--- config.mk ---
export PLATFORM = sky130hd
export DESIGN_NAME = base32_stream_encoder
export DESIGN_NICKNAME = d
export VERILOG_FILES = /design/src/sv/b32e_pkg.sv /design/src/sv/base32_stream_encoder.sv /design/src/sv/b32e_front.sv /design/src/sv/b32e_queue.sv /design/src/sv/b32e_back.sv
export VERILOG_INCLUDE_DIRS = /design/src /design/src/sv
export SDC_FILE = /design/constraint.sdc
export NUM_CORES = 1
export LEC_CHECK = 0
export BUFFER_PORTS_ARGS = -buffer_cell sky130_fd_sc_hd__buf_2
export CORE_ASPECT_RATIO = 0.5
export CORE_UTILIZATION = 40
export DETAILED_ROUTE_END_ITERATION = 8
export PLACE_DENSITY_LB_ADDON = 0.25
export SLEW_MARGIN = 20
export SYNTH_ARGS = -nofsm -noshare
export SYNTH_HDL_FRONTEND = slang
export SYNTH_SLANG_ARGS = --single-unit
--- constraint.sdc ---
create_clock -name clk -period 3.9 [get_ports clk]
set_input_delay 1.17 -clock clk [delete_from_list [all_inputs] [get_ports clk]]
set_output_delay 1.17 -clock clk [all_outputs]
set_load 0.005 [all_outputs]
--- src/sv/base32_stream_encoder_macros.svh ---
// Assertion helpers shared by the encoder modules.
`ifndef BASE32_STREAM_ENCODER_MACROS_SVH
`define BASE32_STREAM_ENCODER_MACROS_SVH

// Same-cycle implication, checked outside reset.
`define B32E_ASSERT_NOW(name, clk, rst, ante, cons, msg) \
  name: assert property (@(posedge clk) disable iff (rst) (ante) |-> (cons)) else $error(msg);

// Next-cycle implication, checked outside reset.
`define B32E_ASSERT_NEXT(name, clk, rst, ante, cons, msg) \
  name: assert property (@(posedge clk) disable iff (rst) (ante) |=> (cons)) else $error(msg);

`endif

--- src/sv/b32e_pkg.sv ---
package b32e_pkg;

  localparam logic [7:0] PAD_CHAR    = 8'h3D;
  localparam logic [4:0] SYMBOL_MASK = 5'h1F;
  localparam logic [2:0] GROUP_BYTES = 3'd5;
  localparam logic [2:0] MAX_RESIDUE = 3'd4;

  // Work for one accepted byte, in emission order:
  // sym0, sym1 (if two), flush (if flush), then pads '=' characters.
  typedef struct packed {
    logic [4:0] sym0;
    logic [4:0] sym1;
    logic       two;
    logic [4:0] flush_sym;
    logic       flush;
    logic [2:0] pads;
  } b32e_job_t;

  typedef enum logic [1:0] {
    PH_SYM0,
    PH_SYM1,
    PH_FLUSH,
    PH_PAD
  } b32e_phase_t;

  // RFC 4648 alphabet: A-Z then 2-7.
  function automatic logic [7:0] sym_char(input logic [4:0] code);
    logic [7:0] c;
    c = {3'b000, code};
    if (code < 5'd26) begin
      sym_char = 8'h41 + c;
    end else begin
      sym_char = 8'h32 + c - 8'd26;
    end
  endfunction

  // '=' count after the final byte, by bytes taken in the group (1..5).
  function automatic logic [2:0] pad_count(input logic [2:0] pos);
    unique case (pos)
      3'd1:    pad_count = 3'd6;
      3'd2:    pad_count = 3'd4;
      3'd3:    pad_count = 3'd3;
      3'd4:    pad_count = 3'd1;
      default: pad_count = 3'd0;
    endcase
  endfunction

endpackage

--- src/sv/base32_stream_encoder.sv ---
// Streaming Base32 encoder (RFC 4648 alphabet). Each input transaction
// carries one plain byte and a final_byte mark; each output transaction
// carries one ASCII character (A-Z, 2-7 or '=') and run_last, set on the
// last character that its byte causes. A non-final byte yields one or two
// characters; the final byte also flushes the leftover bits as one
// zero-filled character and pads with '=' to an eight-character boundary,
// then the encoder is back in its reset state. Rate: the character
// sequencer in the back end drives one character per cycle while a job
// is queued and the receiver does not stall. The front end computes a
// byte's whole work in the cycle that it accepts it and takes a new byte
// every cycle while the two-entry job queue has room. The output register
// holds the current character while the receiver stalls; the next
// character is loaded in the same cycle that the current one is taken, so
// there is no bubble between characters. No clearing pass after reset.
module base32_stream_encoder import b32e_pkg::*; (
  input  logic       clk,
  input  logic       rst,
  input  logic       in_valid,
  output logic       in_stall,
  input  logic [7:0] data_byte,
  input  logic       final_byte,
  output logic       out_valid,
  input  logic       out_stall,
  output logic [7:0] out_char,
  output logic       run_last
);

  b32e_job_t new_job;
  b32e_job_t head_job;
  logic      push;
  logic      full;
  logic      head_valid;
  logic      pop;

  // Hold off the source only when the job queue is full.
  assign in_stall = full;
  assign push     = in_valid && !full;

  // Front end: split the byte into symbols and track the group state.
  b32e_front u_front (
    .clk        (clk),
    .rst        (rst),
    .data_byte  (data_byte),
    .final_byte (final_byte),
    .push       (push),
    .job        (new_job)
  );

  // Decouple the front end from the character sequencer.
  b32e_queue u_queue (
    .clk        (clk),
    .rst        (rst),
    .push       (push),
    .push_job   (new_job),
    .full       (full),
    .pop        (pop),
    .head_valid (head_valid),
    .head_job   (head_job)
  );

  // Back end: advance through each job one character per cycle while the receiver does not stall.
  b32e_back u_back (
    .clk        (clk),
    .rst        (rst),
    .head_valid (head_valid),
    .head_job   (head_job),
    .pop        (pop),
    .out_valid  (out_valid),
    .out_stall  (out_stall),
    .out_char   (out_char),
    .run_last   (run_last)
  );

endmodule

--- src/sv/b32e_front.sv ---
`include "base32_stream_encoder_macros.svh"

module b32e_front import b32e_pkg::*; (
  input  logic       clk,
  input  logic       rst,
  input  logic [7:0] data_byte,
  input  logic       final_byte,
  input  logic       push,
  output b32e_job_t  job
);

  logic [3:0]  residue_bits;
  logic [2:0]  residue_count;
  logic [2:0]  group_position;
  logic [3:0]  residue_bits_next;
  logic [2:0]  residue_count_next;
  logic [2:0]  group_position_next;

  logic [11:0] acc;
  logic [2:0]  rem;
  logic [3:0]  rem_mask;
  logic [3:0]  kept;
  logic [2:0]  pos;
  logic [7:0]  flush_wide;

  always_comb begin
    acc = {residue_bits, data_byte};
    job.two = (residue_count >= 3'd2);
    rem = job.two ? residue_count - 3'd2 : residue_count + 3'd3;
    job.sym0 = 5'(acc >> (residue_count + 3'd3)) & SYMBOL_MASK;
    job.sym1 = 5'(acc >> (residue_count - 3'd2)) & SYMBOL_MASK;
    rem_mask = 4'((5'd1 << rem) - 5'd1);
    kept = data_byte[3:0] & rem_mask;
    flush_wide = {4'd0, kept} << (3'd5 - rem);
    job.flush_sym = flush_wide[4:0];
    job.flush = final_byte && (rem != 3'd0);
    pos = group_position + 3'd1;
    job.pads = final_byte ? pad_count(pos) : 3'd0;

    if (final_byte) begin
      residue_bits_next   = '0;
      residue_count_next  = '0;
      group_position_next = '0;
    end else begin
      residue_bits_next   = kept;
      residue_count_next  = rem;
      group_position_next = (pos >= GROUP_BYTES) ? 3'd0 : pos;
    end
  end

  always_ff @(posedge clk) begin
    if (rst) begin
      residue_bits   <= '0;
      residue_count  <= '0;
      group_position <= '0;
    end else if (push) begin
      residue_bits   <= residue_bits_next;
      residue_count  <= residue_count_next;
      group_position <= group_position_next;
    end
  end

  `B32E_ASSERT_NOW(a_residue_range, clk, rst, 1'b1, residue_count <= MAX_RESIDUE, "residue count out of range")
  `B32E_ASSERT_NOW(a_group_range, clk, rst, 1'b1, group_position < GROUP_BYTES, "group position out of range")
  `B32E_ASSERT_NEXT(a_final_clears, clk, rst, push && final_byte, (residue_count == 3'd0) && (group_position == 3'd0), "state not cleared after final byte")

endmodule

--- src/sv/b32e_queue.sv ---
module b32e_queue import b32e_pkg::*; (
  input  logic      clk,
  input  logic      rst,
  input  logic      push,
  input  b32e_job_t push_job,
  output logic      full,
  input  logic      pop,
  output logic      head_valid,
  output b32e_job_t head_job
);

  b32e_job_t  slots [2];
  logic       wr_ptr;
  logic       rd_ptr;
  logic [1:0] count;
  logic [1:0] count_next;

  assign full       = (count == 2'd2);
  assign head_valid = (count != 2'd0);
  assign head_job   = slots[rd_ptr];

  always_comb begin
    count_next = count;
    if (push && !(pop && head_valid)) begin
      count_next = count + 2'd1;
    end else if (!push && pop && head_valid) begin
      count_next = count - 2'd1;
    end
  end

  always_ff @(posedge clk) begin
    if (push) begin
      slots[wr_ptr] <= push_job;
    end
  end

  always_ff @(posedge clk) begin
    if (rst) begin
      wr_ptr <= 1'b0;
      rd_ptr <= 1'b0;
      count  <= '0;
    end else begin
      if (push) begin
        wr_ptr <= ~wr_ptr;
      end
      if (pop && head_valid) begin
        rd_ptr <= ~rd_ptr;
      end
      count <= count_next;
    end
  end

endmodule

--- src/sv/b32e_back.sv ---
`include "base32_stream_encoder_macros.svh"

module b32e_back import b32e_pkg::*; (
  input  logic       clk,
  input  logic       rst,
  input  logic       head_valid,
  input  b32e_job_t  head_job,
  output logic       pop,
  output logic       out_valid,
  input  logic       out_stall,
  output logic [7:0] out_char,
  output logic       run_last
);

  b32e_phase_t phase;
  b32e_phase_t phase_next;
  logic [2:0]  pad_left;
  logic [2:0]  pad_left_next;
  logic [7:0]  char_next;
  logic        last_next;
  logic        load;
  logic        emit;

  assign load = !out_valid || !out_stall;
  assign emit = load && head_valid;
  assign pop  = emit && last_next;

  always_comb begin
    phase_next    = phase;
    pad_left_next = pad_left;
    char_next     = PAD_CHAR;
    last_next     = 1'b0;
    unique case (phase)
      PH_SYM0: begin
        char_next = sym_char(head_job.sym0);
        last_next = !head_job.two && !head_job.flush && (head_job.pads == 3'd0);
        pad_left_next = head_job.pads;
        if (head_job.two) begin
          phase_next = PH_SYM1;
        end else if (head_job.flush) begin
          phase_next = PH_FLUSH;
        end else begin
          phase_next = PH_PAD;
        end
      end
      PH_SYM1: begin
        char_next = sym_char(head_job.sym1);
        last_next = !head_job.flush && (head_job.pads == 3'd0);
        pad_left_next = head_job.pads;
        phase_next = head_job.flush ? PH_FLUSH : PH_PAD;
      end
      PH_FLUSH: begin
        char_next = sym_char(head_job.flush_sym);
        last_next = (head_job.pads == 3'd0);
        pad_left_next = head_job.pads;
        phase_next = PH_PAD;
      end
      PH_PAD: begin
        char_next = PAD_CHAR;
        last_next = (pad_left == 3'd1);
        pad_left_next = pad_left - 3'd1;
        phase_next = PH_PAD;
      end
      default: begin
        phase_next = PH_SYM0;
      end
    endcase
    // Restart at the first symbol once the job's last character goes out.
    if (last_next) begin
      phase_next = PH_SYM0;
    end
  end

  always_ff @(posedge clk) begin
    if (rst) begin
      phase     <= PH_SYM0;
      pad_left  <= '0;
      out_valid <= 1'b0;
    end else begin
      if (emit) begin
        phase    <= phase_next;
        pad_left <= pad_left_next;
      end
      if (load) begin
        out_valid <= head_valid;
      end
    end
  end

  always_ff @(posedge clk) begin
    if (emit) begin
      out_char <= char_next;
      run_last <= last_next;
    end
  end

  `B32E_ASSERT_NOW(a_pad_nonzero, clk, rst, (phase == PH_PAD) && head_valid, pad_left != 3'd0, "pad phase with no pads left")
  `B32E_ASSERT_NOW(a_job_held, clk, rst, phase != PH_SYM0, head_valid, "job left the queue mid-run")
  `B32E_ASSERT_NEXT(a_run_restart, clk, rst, pop, phase == PH_SYM0, "sequencer did not restart after run")

endmodule
==> results.md, run 1 <==
- Largest net degree at the start of global routing: 25
- Core area: 10500 sq um
- Final Cycle Share: 80.6%
- Row cnt: 26
- Area of the die: 11700 sq um
- I/O pin count: 24
- Initial antenna violation count: 0
- Drt drc: 0
- Syn Inst Count: 424
- CTS tree: done
- Maximum clock path buffer count: 2
- CTS Root Cell: clkbuf_16
- Net Sw Power: 784 uW
- Pre-Repair DR Iteration Count: 4
- Syn nets: 459
- Sequential area share after synthesis: 42.1%
- Mean post-synth cell area: 10.6 sq um
- Clk_lat worst skew: 0.33 ns
- Port Buf Inserts: 23
- Synth unique cells: 70
- Placer congestion estimate: 0.826
- Sw frac: 30.9%
- Seq cells post-synth: 70
- Min Tclk post-route: 3.14 ns
- Worst path max stage delay: 0.55 ns
- Logic pwr share: 29.6%
- Hpwl dp: 6450 microns
- Layout Skew: 0.00473 ns
- Worst Reg-to-Reg Cells: 11
- Worst VDD drop: 0.217 mV
- Critical Path AT: 3.31 ns
- Die height: 76.9 microns
- Htree depth: 3
- Worst Hold Launch: u_back.pad_left[1]
- Status: finished clean
- Critical path startpoint category: flip-flop
- Worst slew pin tran: 0.604 ns
- Hold WS: 0.456 ns
- Commonest non-fill, non-tap cells in the layout: edfxtp_1, nand2_1, nor2_1, a21oi_1, buf_2
- Nets: 481
- Power Density: 506 nW/um^2
- Global route overflow: 0
- Critical path cell sequence: buf_4 > inv_1 > ha_1 > o2bb2ai_1 > a21oi_1 > nand3b_1 > ha_1 > nand2b_1 > mux2_2 > mux2i_1 > o2bb2ai_1
- Post-Place Worst Slack: 0.813 ns
- Pint: 1.75 mW
- Req. time, crit path: 4.07 ns
- Largest area contributor in the netlist: edfxtp_1
- Initial Util: 42.6%
- Hold Path End: u_back.pad_left[1]
- Leak: 1.79 nW
- Via density per instance: 5.44
- Number of global-route vias before repair: 2897
- Area grow syn2layout: 11.6%
- Worst setup EP type: flip-flop
- Worst hold path class: reg -> reg
- Worst rel slew slack: 59.7%
- R2r setup slk: 0.76 ns
- RSZ-0062 raised after global routing: false
- Global-route wire length before repair: 14900 microns
- Post-DRT Antenna Nets: 0
- Critical path type: reg -> reg
- Most used DFF post-synth: edfxtp_1
- Post-cts resize count: 0
- Clock-pin slew on the worst setup and hold paths: 0.06 ns
- DR vias: 3213
- Setup_tns: 0 ns
- Initial DRC count: 206
- EDFF count, synth: 49
- Max frequency: 318 MHz
- Syn. warnings: 0
- Post-synth top area share: 32.8%
- Layout cell share with drive strength beyond 1: 21.1%
- Worst-path fanout max: 10
- Wire length per cell: 15.0 microns
- Most common cell after layout, fill and taps aside: edfxtp_1
- Setup-failing EPs final: 0
- Largest cells by area after synthesis: edfxtp_1, dfxtp_1, ha_1, mux4_2, mux2i_1
- FFs w/ async S/R, synth: 0%
- CTS Sinks: 70
- Seq pwr share: 39.4%
- FF-to-FF End: u_queue.slots[1][8]
- Clk pwr share: 31.0%
- Total track usage: 16.2%
- Post-CTS Setup Inserts: 0
- Fin. max-slew vios: 0
- Worst Setup Slack, final: 0.755 ns
- CTS buffer count: 9
- Final Hold Vio Count: 0
- CP max stage cell: ha_1
- Max cap viols: 0
- Antenna Diode Count: 0
- RR Startpoint: u_front.residue_count[1]
- Die Wd: 152 microns
- Hold Buf Count CTS: 0
- Synthesized area: 4490 sq um
- Hold path cells: 2
- Sum of routed wire length over all layers: 8840 microns
## critical path: cells and delay by family, from the launching register on
family          cells  cell delay (ns)
buf+inv             2             0.28
mux                 2             0.42
compound gates      3             0.75
simple gates        2             0.38
flops               1             0.30
fa+ha+maj           2             0.86
## registers in the layout (all words and copies together) (netlist names), named ones only
register and count:
u_back.pad_left 3, u_back.out_char 8, u_front.residue_bits 4, u_queue.slots 40, u_queue.wr_ptr 1, u_queue.count 2, u_front.residue_count 3, u_back.run_last 1
u_back.out_valid 1, u_back.phase 2, u_front.group_position 3, u_queue.rd_ptr 1
## synth_stat cells (2+ instances only)
library cell  count
a32o_1            2
o22ai_1           6
o21ai_0          18
edfxtp_1         49
a2111oi_0         2
mux2i_2           2
nor3b_1           2
clkbuf_1          8
a21oi_2           2
nor3_1            9
nor4_1            2
nand2b_1          5
mux2_2           13
inv_1            22
nand3_1          11
nor2_2            2
o311ai_0          3
o21a_1            2
nor2b_1           6
nand4b_1          3
mux2i_4           2
nor2_4            2
nand3b_1          5
o2bb2ai_1         2
xnor2_1          13
mux2i_1          16
nor4b_1           3
a32oi_1           5
and2_1            2
a21oi_1          28
mux2_4            3
o211ai_1          5
ha_1             22
and2b_1           2
buf_2             3
nor2_1           35
buf_4             3
a22oi_1           2
or2_2             3
xor2_1            2
mux4_2           11
dfxtp_1          21
o21ai_1           3
nand2_1          35
inv_2             2
## power groups by stage
stage	Combinational, mW	Clock [mW]	Sequential (mW)
floorplan	0.590	0	0.991
global placement	0.744	0	1.01
detailed placement	0.743	0	1.01
CTS	0.750	0.804	0.998
global route	0.843	0.840	1.01
finish	0.751	0.786	0.998
## cell type report
cell class / instances / area [sq um]
fill: 950 / 5530
inverter: 24 / 90.1
clock inverter: 6 / 62.6
sequential: 70 / 1890
timing repair buffer: 28 / 153
multi-input combinational: 313 / 2410
tap: 140 / 175
clock buffer: 10 / 229
## through the flow
stage                     instance area (sq um)  util (%)  instances  power (mW)
after floorplan                            4490         -        424        1.58
after global placement                     4720      44.8        575        1.76
after detailed placement                   4720      44.8        575        1.76
after CTS                                  5010      47.6        591        2.55
after global routing                       5010      47.6        591        2.69
final                                      5010      47.6        591        2.54
## cells by family after synthesis
group / synth area share (%)
other cells: 0.0835
flops: 42.1
simple gates: 15.3
mux: 15.0
xor+xnor: 3.65
buf+inv: 4.18
compound gates: 13.5
fa+ha+maj: 6.13
## routing by layer
layer  GRT usage [%]  vias to the layer above  part of all wire (%)
met5               0                        -                     0
li1                -                     1619                     -
met3            5.14                       12                   6.4
met4            4.50                        0                   1.3
met1            23.9                     1487                    53
met2            22.4                       95                    39
## how the worst max path moves through the flow
stage,startpoint,end,depth (start not counted),slack [ns]
after CTS,u_front.residue_count[1],u_queue.slots[1][8],11,0.79
after global routing,u_front.residue_count[1],u_queue.slots[0][8],11,0.46
after detailed placement,u_front.residue_count[1],u_queue.slots[1][8],11,0.81
after global placement,u_front.residue_count[1],u_queue.slots[0][8],11,0.84
final,u_front.residue_count[1],u_queue.slots[1][8],11,0.76
after floorplan,u_front.residue_count[1],u_queue.slots[0][8],12,0.92
(Power assumes the default switching activity.)
==> run 2, diff against run 1 <==
==> constraint.sdc (replaced) <==
create_clock -name clk -period 2.56 [get_ports clk]
set_input_delay 0.768 -clock clk [delete_from_list [all_inputs] [get_ports clk]]
set_output_delay 0.768 -clock clk [all_outputs]
set_load 0.005 [all_outputs]
==> results.md, run 2 (synthesis results as in run 1) <==
- Fillers: 967
- Leading registers by flop count: u_queue.slots (40), u_back.out_char (8), u_front.residue_bits (4)
- Nets: 499
- Max cap viols: 0
- Total power: 3.99 mW
- Leak: 1.89 nW
- Critical path startpoint category: flip-flop
- CTS tree: done
- Layout Skew: 0.00825 ns
- Critical Path AT: 2.58 ns
- Initial DRC count: 185
- Non-Filler Instances: 609
- Fin util: 49.2%
- CTS buffer count: 9
- Worst rel slew slack: 62.7%
- I/O pin count: 24
- Min Tclk post-route: 2.41 ns
- Row cnt: 26
- Placed cell count: 591
- DR vias: 3221
- Largest reg by FF count: u_queue.slots
- Sum of routed wire length over all layers: 9080 microns
- Req. time, crit path: 2.73 ns
- Drt drc: 0
- Initial antenna violation count: 0
- Layout cell share with drive strength beyond 1: 25.2%
- Initial Util: 42.6%
- Status: finished clean
- CTS Sinks: 70
- Final Hold Vio Count: 0
- Worst Reg-to-Reg Cells: 11
- Core area: 10500 sq um
- Hold path cells: 2
- Pre-Repair DR Iteration Count: 5
- Critical path type: reg -> reg
- Power Density: 770 nW/um^2
- Clock-pin slew on the worst setup and hold paths: 0.06 ns
- Max frequency: 416 MHz
- Setup-failing EPs final: 0
- Worst-path fanout max: 6
- Worst Setup Slack, final: 0.154 ns
- Hpwl dp: 6670 microns
- Area grow syn2layout: 15.5%
- Commonest non-fill, non-tap cells in the layout: edfxtp_1, nand2_1, nor2_1, a21oi_1
- Total track usage: 16.6%
- Worst setup EP type: flip-flop
- Most common cell after layout, fill and taps aside: edfxtp_1
- Worst hold path class: reg -> reg
- Wire length per cell: 14.9 microns
- Htree depth: 3
- Clk_lat worst skew: 0.33 ns
- Largest net degree at the start of global routing: 23
- CTS Root Cell: clkbuf_16
- Via density per instance: 5.29
- Die Wd: 152 microns
- Worst VDD drop: 0.327 mV
- Placer congestion estimate: 0.873
- Port Buf Inserts: 23
- Global route overflow: 0
- Global-route wire length before repair: 15200 microns
- Antenna Diode Count: 0
- Worst slew pin tran: 0.559 ns
- Die height: 76.9 microns
- Number of global-route vias before repair: 2987
- Post-DRT Antenna Nets: 0
- Largest register FFs: 40
- Post-Place Worst Slack: 0.0795 ns
- Final Cycle Share: 94.0%
- Area of the die: 11700 sq um
- Maximum clock path buffer count: 2
- Fin. max-slew vios: 0
## run 2: layout make-up
cell class / instances / area (sq um) / area share [%]
clock buffer: 10 / 229 / 4.42
clock inverter: 6 / 71.3 / 1.38
inverter: 24 / 97.6 / 1.88
multi-input combinational: 313 / 2430 / 46.8
sequential: 70 / 1900 / 36.6
tap: 140 / 175 / 3.38
timing repair buffer: 46 / 288 / 5.55
## run 2: per-layer routing
layer / routed length (microns) / GRT usage [%] / up-vias
li1: - / - / 1652
met1: 4890 / 24.6 / 1499
met2: 3660 / 23.5 / 64
met3: 462 / 4.58 / 6
met4: 70 / 4.30 / 0
met5: 0 / 0 / -
## run 2: timing repair
action,CTS,global route
gates resized for setup,0,2
setup buffers,0,2
endpoints found under the hold margin,0,0
hold buffers,0,0
setup endpoints to repair,0,6
## run 2: path summary, 6_finish.rpt
path,slack (ns),start,endpoint
min,0.48,u_back.pad_left[1],u_back.pad_left[1]
min reg2reg,0.48,u_back.pad_left[1],u_back.pad_left[1]
max reg2reg,0.15,u_front.residue_count[1],u_queue.slots[1][8]
max,0.15,u_front.residue_count[1],u_queue.slots[1][8]
## run 2: metrics by stage
step | hold WS [ns] | setup TNS, ns | cell area (sq um)
after CTS | 0.483 | 0 | 5170
after floorplan | 0.436 | 0 | 4530
after global placement | 0.445 | 0 | 4870
after global routing | 0.505 | -0.0193 | 5180
final | 0.482 | 0 | 5180
after detailed placement | 0.474 | 0 | 4870
## run 2: where the power goes
part           switching [mW]  total (mW)  internal [mW]
registers              0.0984        1.52           1.42
clock network           0.468        1.23          0.760
logic                   0.674        1.24          0.568
## run 2: worst max-delay path, cell delays in order (launching register included)
cell,delay [ns]
dfxtp_2,0.34
inv_2,0.06
ha_1,0.26
nand3_1,0.10
o21ai_0,0.10
a21oi_2,0.21
nand3b_1,0.15
ha_1,0.29
nand2b_1,0.16
mux2_2,0.28
mux2i_1,0.14
o2bb2ai_1,0.14
==> run 3, diff against run 2 <==
--- a/config.mk
+++ b/config.mk
@@ -10,7 +10,7 @@
 export CORE_ASPECT_RATIO = 0.5
 export CORE_UTILIZATION = 40
 export DETAILED_ROUTE_END_ITERATION = 8
-export PLACE_DENSITY_LB_ADDON = 0.25
+export PLACE_DENSITY = 0.6
 export SLEW_MARGIN = 20
 export SYNTH_ARGS = -nofsm -noshare
 export SYNTH_HDL_FRONTEND = slang
==> results.md, run 3 (synthesis results as in run 1) <==
- Placed cell count: 592
- Setup-failing EPs final: 0
- Largest reg by FF count: u_queue.slots
- Logic pwr share: 31.3%
- Total track usage: 16.6%
- Pint: 2.76 mW
- Layout Skew: 0.00930 ns
- Max cap viols: 0
- CTS tree: done
- Worst Reg-to-Reg Cells: 11
- Nets: 499
- Pre-Repair DR Iteration Count: 4
- Die height: 76.9 microns
- Layout cell share with drive strength beyond 1: 26.7%
- Min Tclk post-route: 2.42 ns
- Drt drc: 0
- Number of global-route vias before repair: 2948
- Max frequency: 414 MHz
- Non-Filler Instances: 609
- Worst slew pin tran: 0.603 ns
- Maximum clock path buffer count: 2
- Leak: 1.90 nW
- DR vias: 3273
- Setup_tns: 0 ns
- Row cnt: 26
- Largest net degree at the start of global routing: 23
- Global-route wire length before repair: 15100 microns
- Hold WS: 0.456 ns
- Htree depth: 3
- Fin. max-slew vios: 0
- Clock-pin slew on the worst setup and hold paths: 0.06 ns
- RSZ-0062 raised after global routing: false
- Status: finished clean
- RR Startpoint: u_front.residue_count[0]
- Wire length per cell: 15.1 microns
- Sw frac: 31.5%
- Worst hold path class: reg -> reg
- Leading registers by flop count: u_queue.slots (40), u_back.out_char (8), u_front.residue_bits (4)
- Hpwl dp: 6740 microns
- Antenna Diode Count: 0
- CTS buffer count: 9
- Req. time, crit path: 2.74 ns
- Power Density: 768 nW/um^2
- Sum of routed wire length over all layers: 9220 microns
- Fillers: 998
- Critical Path Sink: u_queue.slots[1][8]
- Placer congestion estimate: 0.819
- Post-DRT Antenna Nets: 0
- Critical path startpoint category: flip-flop
- Global route overflow: 0
- Worst VDD drop: 0.330 mV
- FF-to-FF End: u_queue.slots[1][8]
- Seq pwr share: 37.7%
- Area of the die: 11700 sq um
- Net Sw Power: 1.27 mW
- Most common cell after layout, fill and taps aside: edfxtp_1
- CTS Root Cell: clkbuf_16
- Worst setup EP type: flip-flop
- Critical Path AT: 2.60 ns
- Worst-path fanout max: 5
- Final Cycle Share: 94.4%
- R2r setup slk: 0.14 ns
- Largest register FFs: 40
- Clk_lat worst skew: 0.34 ns
- Core area: 10500 sq um
- CTS Sinks: 70
- Via density per instance: 5.37
- I/O pin count: 24
- Commonest non-fill, non-tap cells in the layout: edfxtp_1, nand2_1, nor2_1, a21oi_1
- Initial antenna violation count: 0
- Area grow syn2layout: 16.9%
- Die Wd: 152 microns
- Worst Hold Launch: u_back.pad_left[1]
- Critical path type: reg -> reg
- Setup crit start: u_front.residue_count[0]
- Worst rel slew slack: 59.5%
- Initial Util: 42.6%
- Initial DRC count: 264
- Final Hold Vio Count: 0
- Clk pwr share: 31.0%
- Port Buf Inserts: 23
==> run 3: cell count changes in the layout (fill, tap and decap cells not counted), moves of 2 or more <==
cell / before / now
clkinv_4: 2 / 0
dfxtp_2: 2 / 0
dfxtp_4: 1 / 3
ha_1: 22 / 19
ha_4: 0 / 3
inv_1: 21 / 19
==> run 3: area by class of cell <==
cell class	count	area (sq um)	area share [%]
multi-input combinational	313	2480	47.3
timing repair buffer	46	288	5.48
sequential	70	1900	36.3
clock inverter	6	70.1	1.34
tap	140	175	3.34
clock buffer	10	229	4.36
inverter	24	100	1.91
==> run 3: worst min path at each step <==
stage,slack [ns],cells after the start,endpoint
final,0.46,2,u_back.pad_left[1]
after global routing,0.49,2,u_back.pad_left[1]
after CTS,0.46,2,u_back.pad_left[1]
after detailed placement,0.45,2,u_back.pad_left[1]
after global placement,0.45,2,u_back.pad_left[1]
after floorplan,0.44,2,u_back.pad_left[1]
==> run 3: metrics by stage <==
stage	utilization [%]	worst slack, ns	power [mW]	instance area, sq um
floorplan	-	0.0136	2.43	4530
global placement	46.2	0.120	2.75	4870
detailed placement	46.2	0.0230	2.77	4870
CTS	49.1	0.00986	4.03	5170
global route	49.8	0.00267	4.26	5250
finish	49.8	0.144	4.03	5250
==> run 3: power groups by stage <==
stage                     Combinational [mW]  Clock (mW)  Sequential (mW)
after floorplan                        0.922           0             1.51
after CTS                               1.23        1.28             1.52
after global routing                    1.40        1.32             1.54
final                                   1.26        1.25             1.52
after detailed placement                1.22           0             1.54
after global placement                  1.21           0             1.54
==> run 3: worst max-delay path, stage by stage (launching register included) <==
cell       delay (ns)
dfxtp_4          0.36
inv_8            0.07
ha_4             0.13
inv_2            0.04
o21ai_4          0.25
mux2i_4          0.27
nand3b_1         0.15
ha_1             0.25
nand2b_4         0.15
mux2_2           0.27
mux2i_1          0.18
o2bb2ai_2        0.14
==> run 3: what timing repair did <==
action,in CTS,in global routing
buffers inserted,0,1
resized for setup,0,16
pin swaps,1,5
setup endpoints to repair,2,7
hold buffers,0,0
endpoints found under the hold margin,0,0
==> run 3: layer usage <==
metal	part of all wire [%]	routed length, microns	track usage, %	vias up
li1	-	-	-	1652
met5	0	0	0	-
met1	55	5100	24.5	1552
met2	39	3630	22.5	58
met4	1.4	129	7.30	0
met3	3.9	361	4.18	11
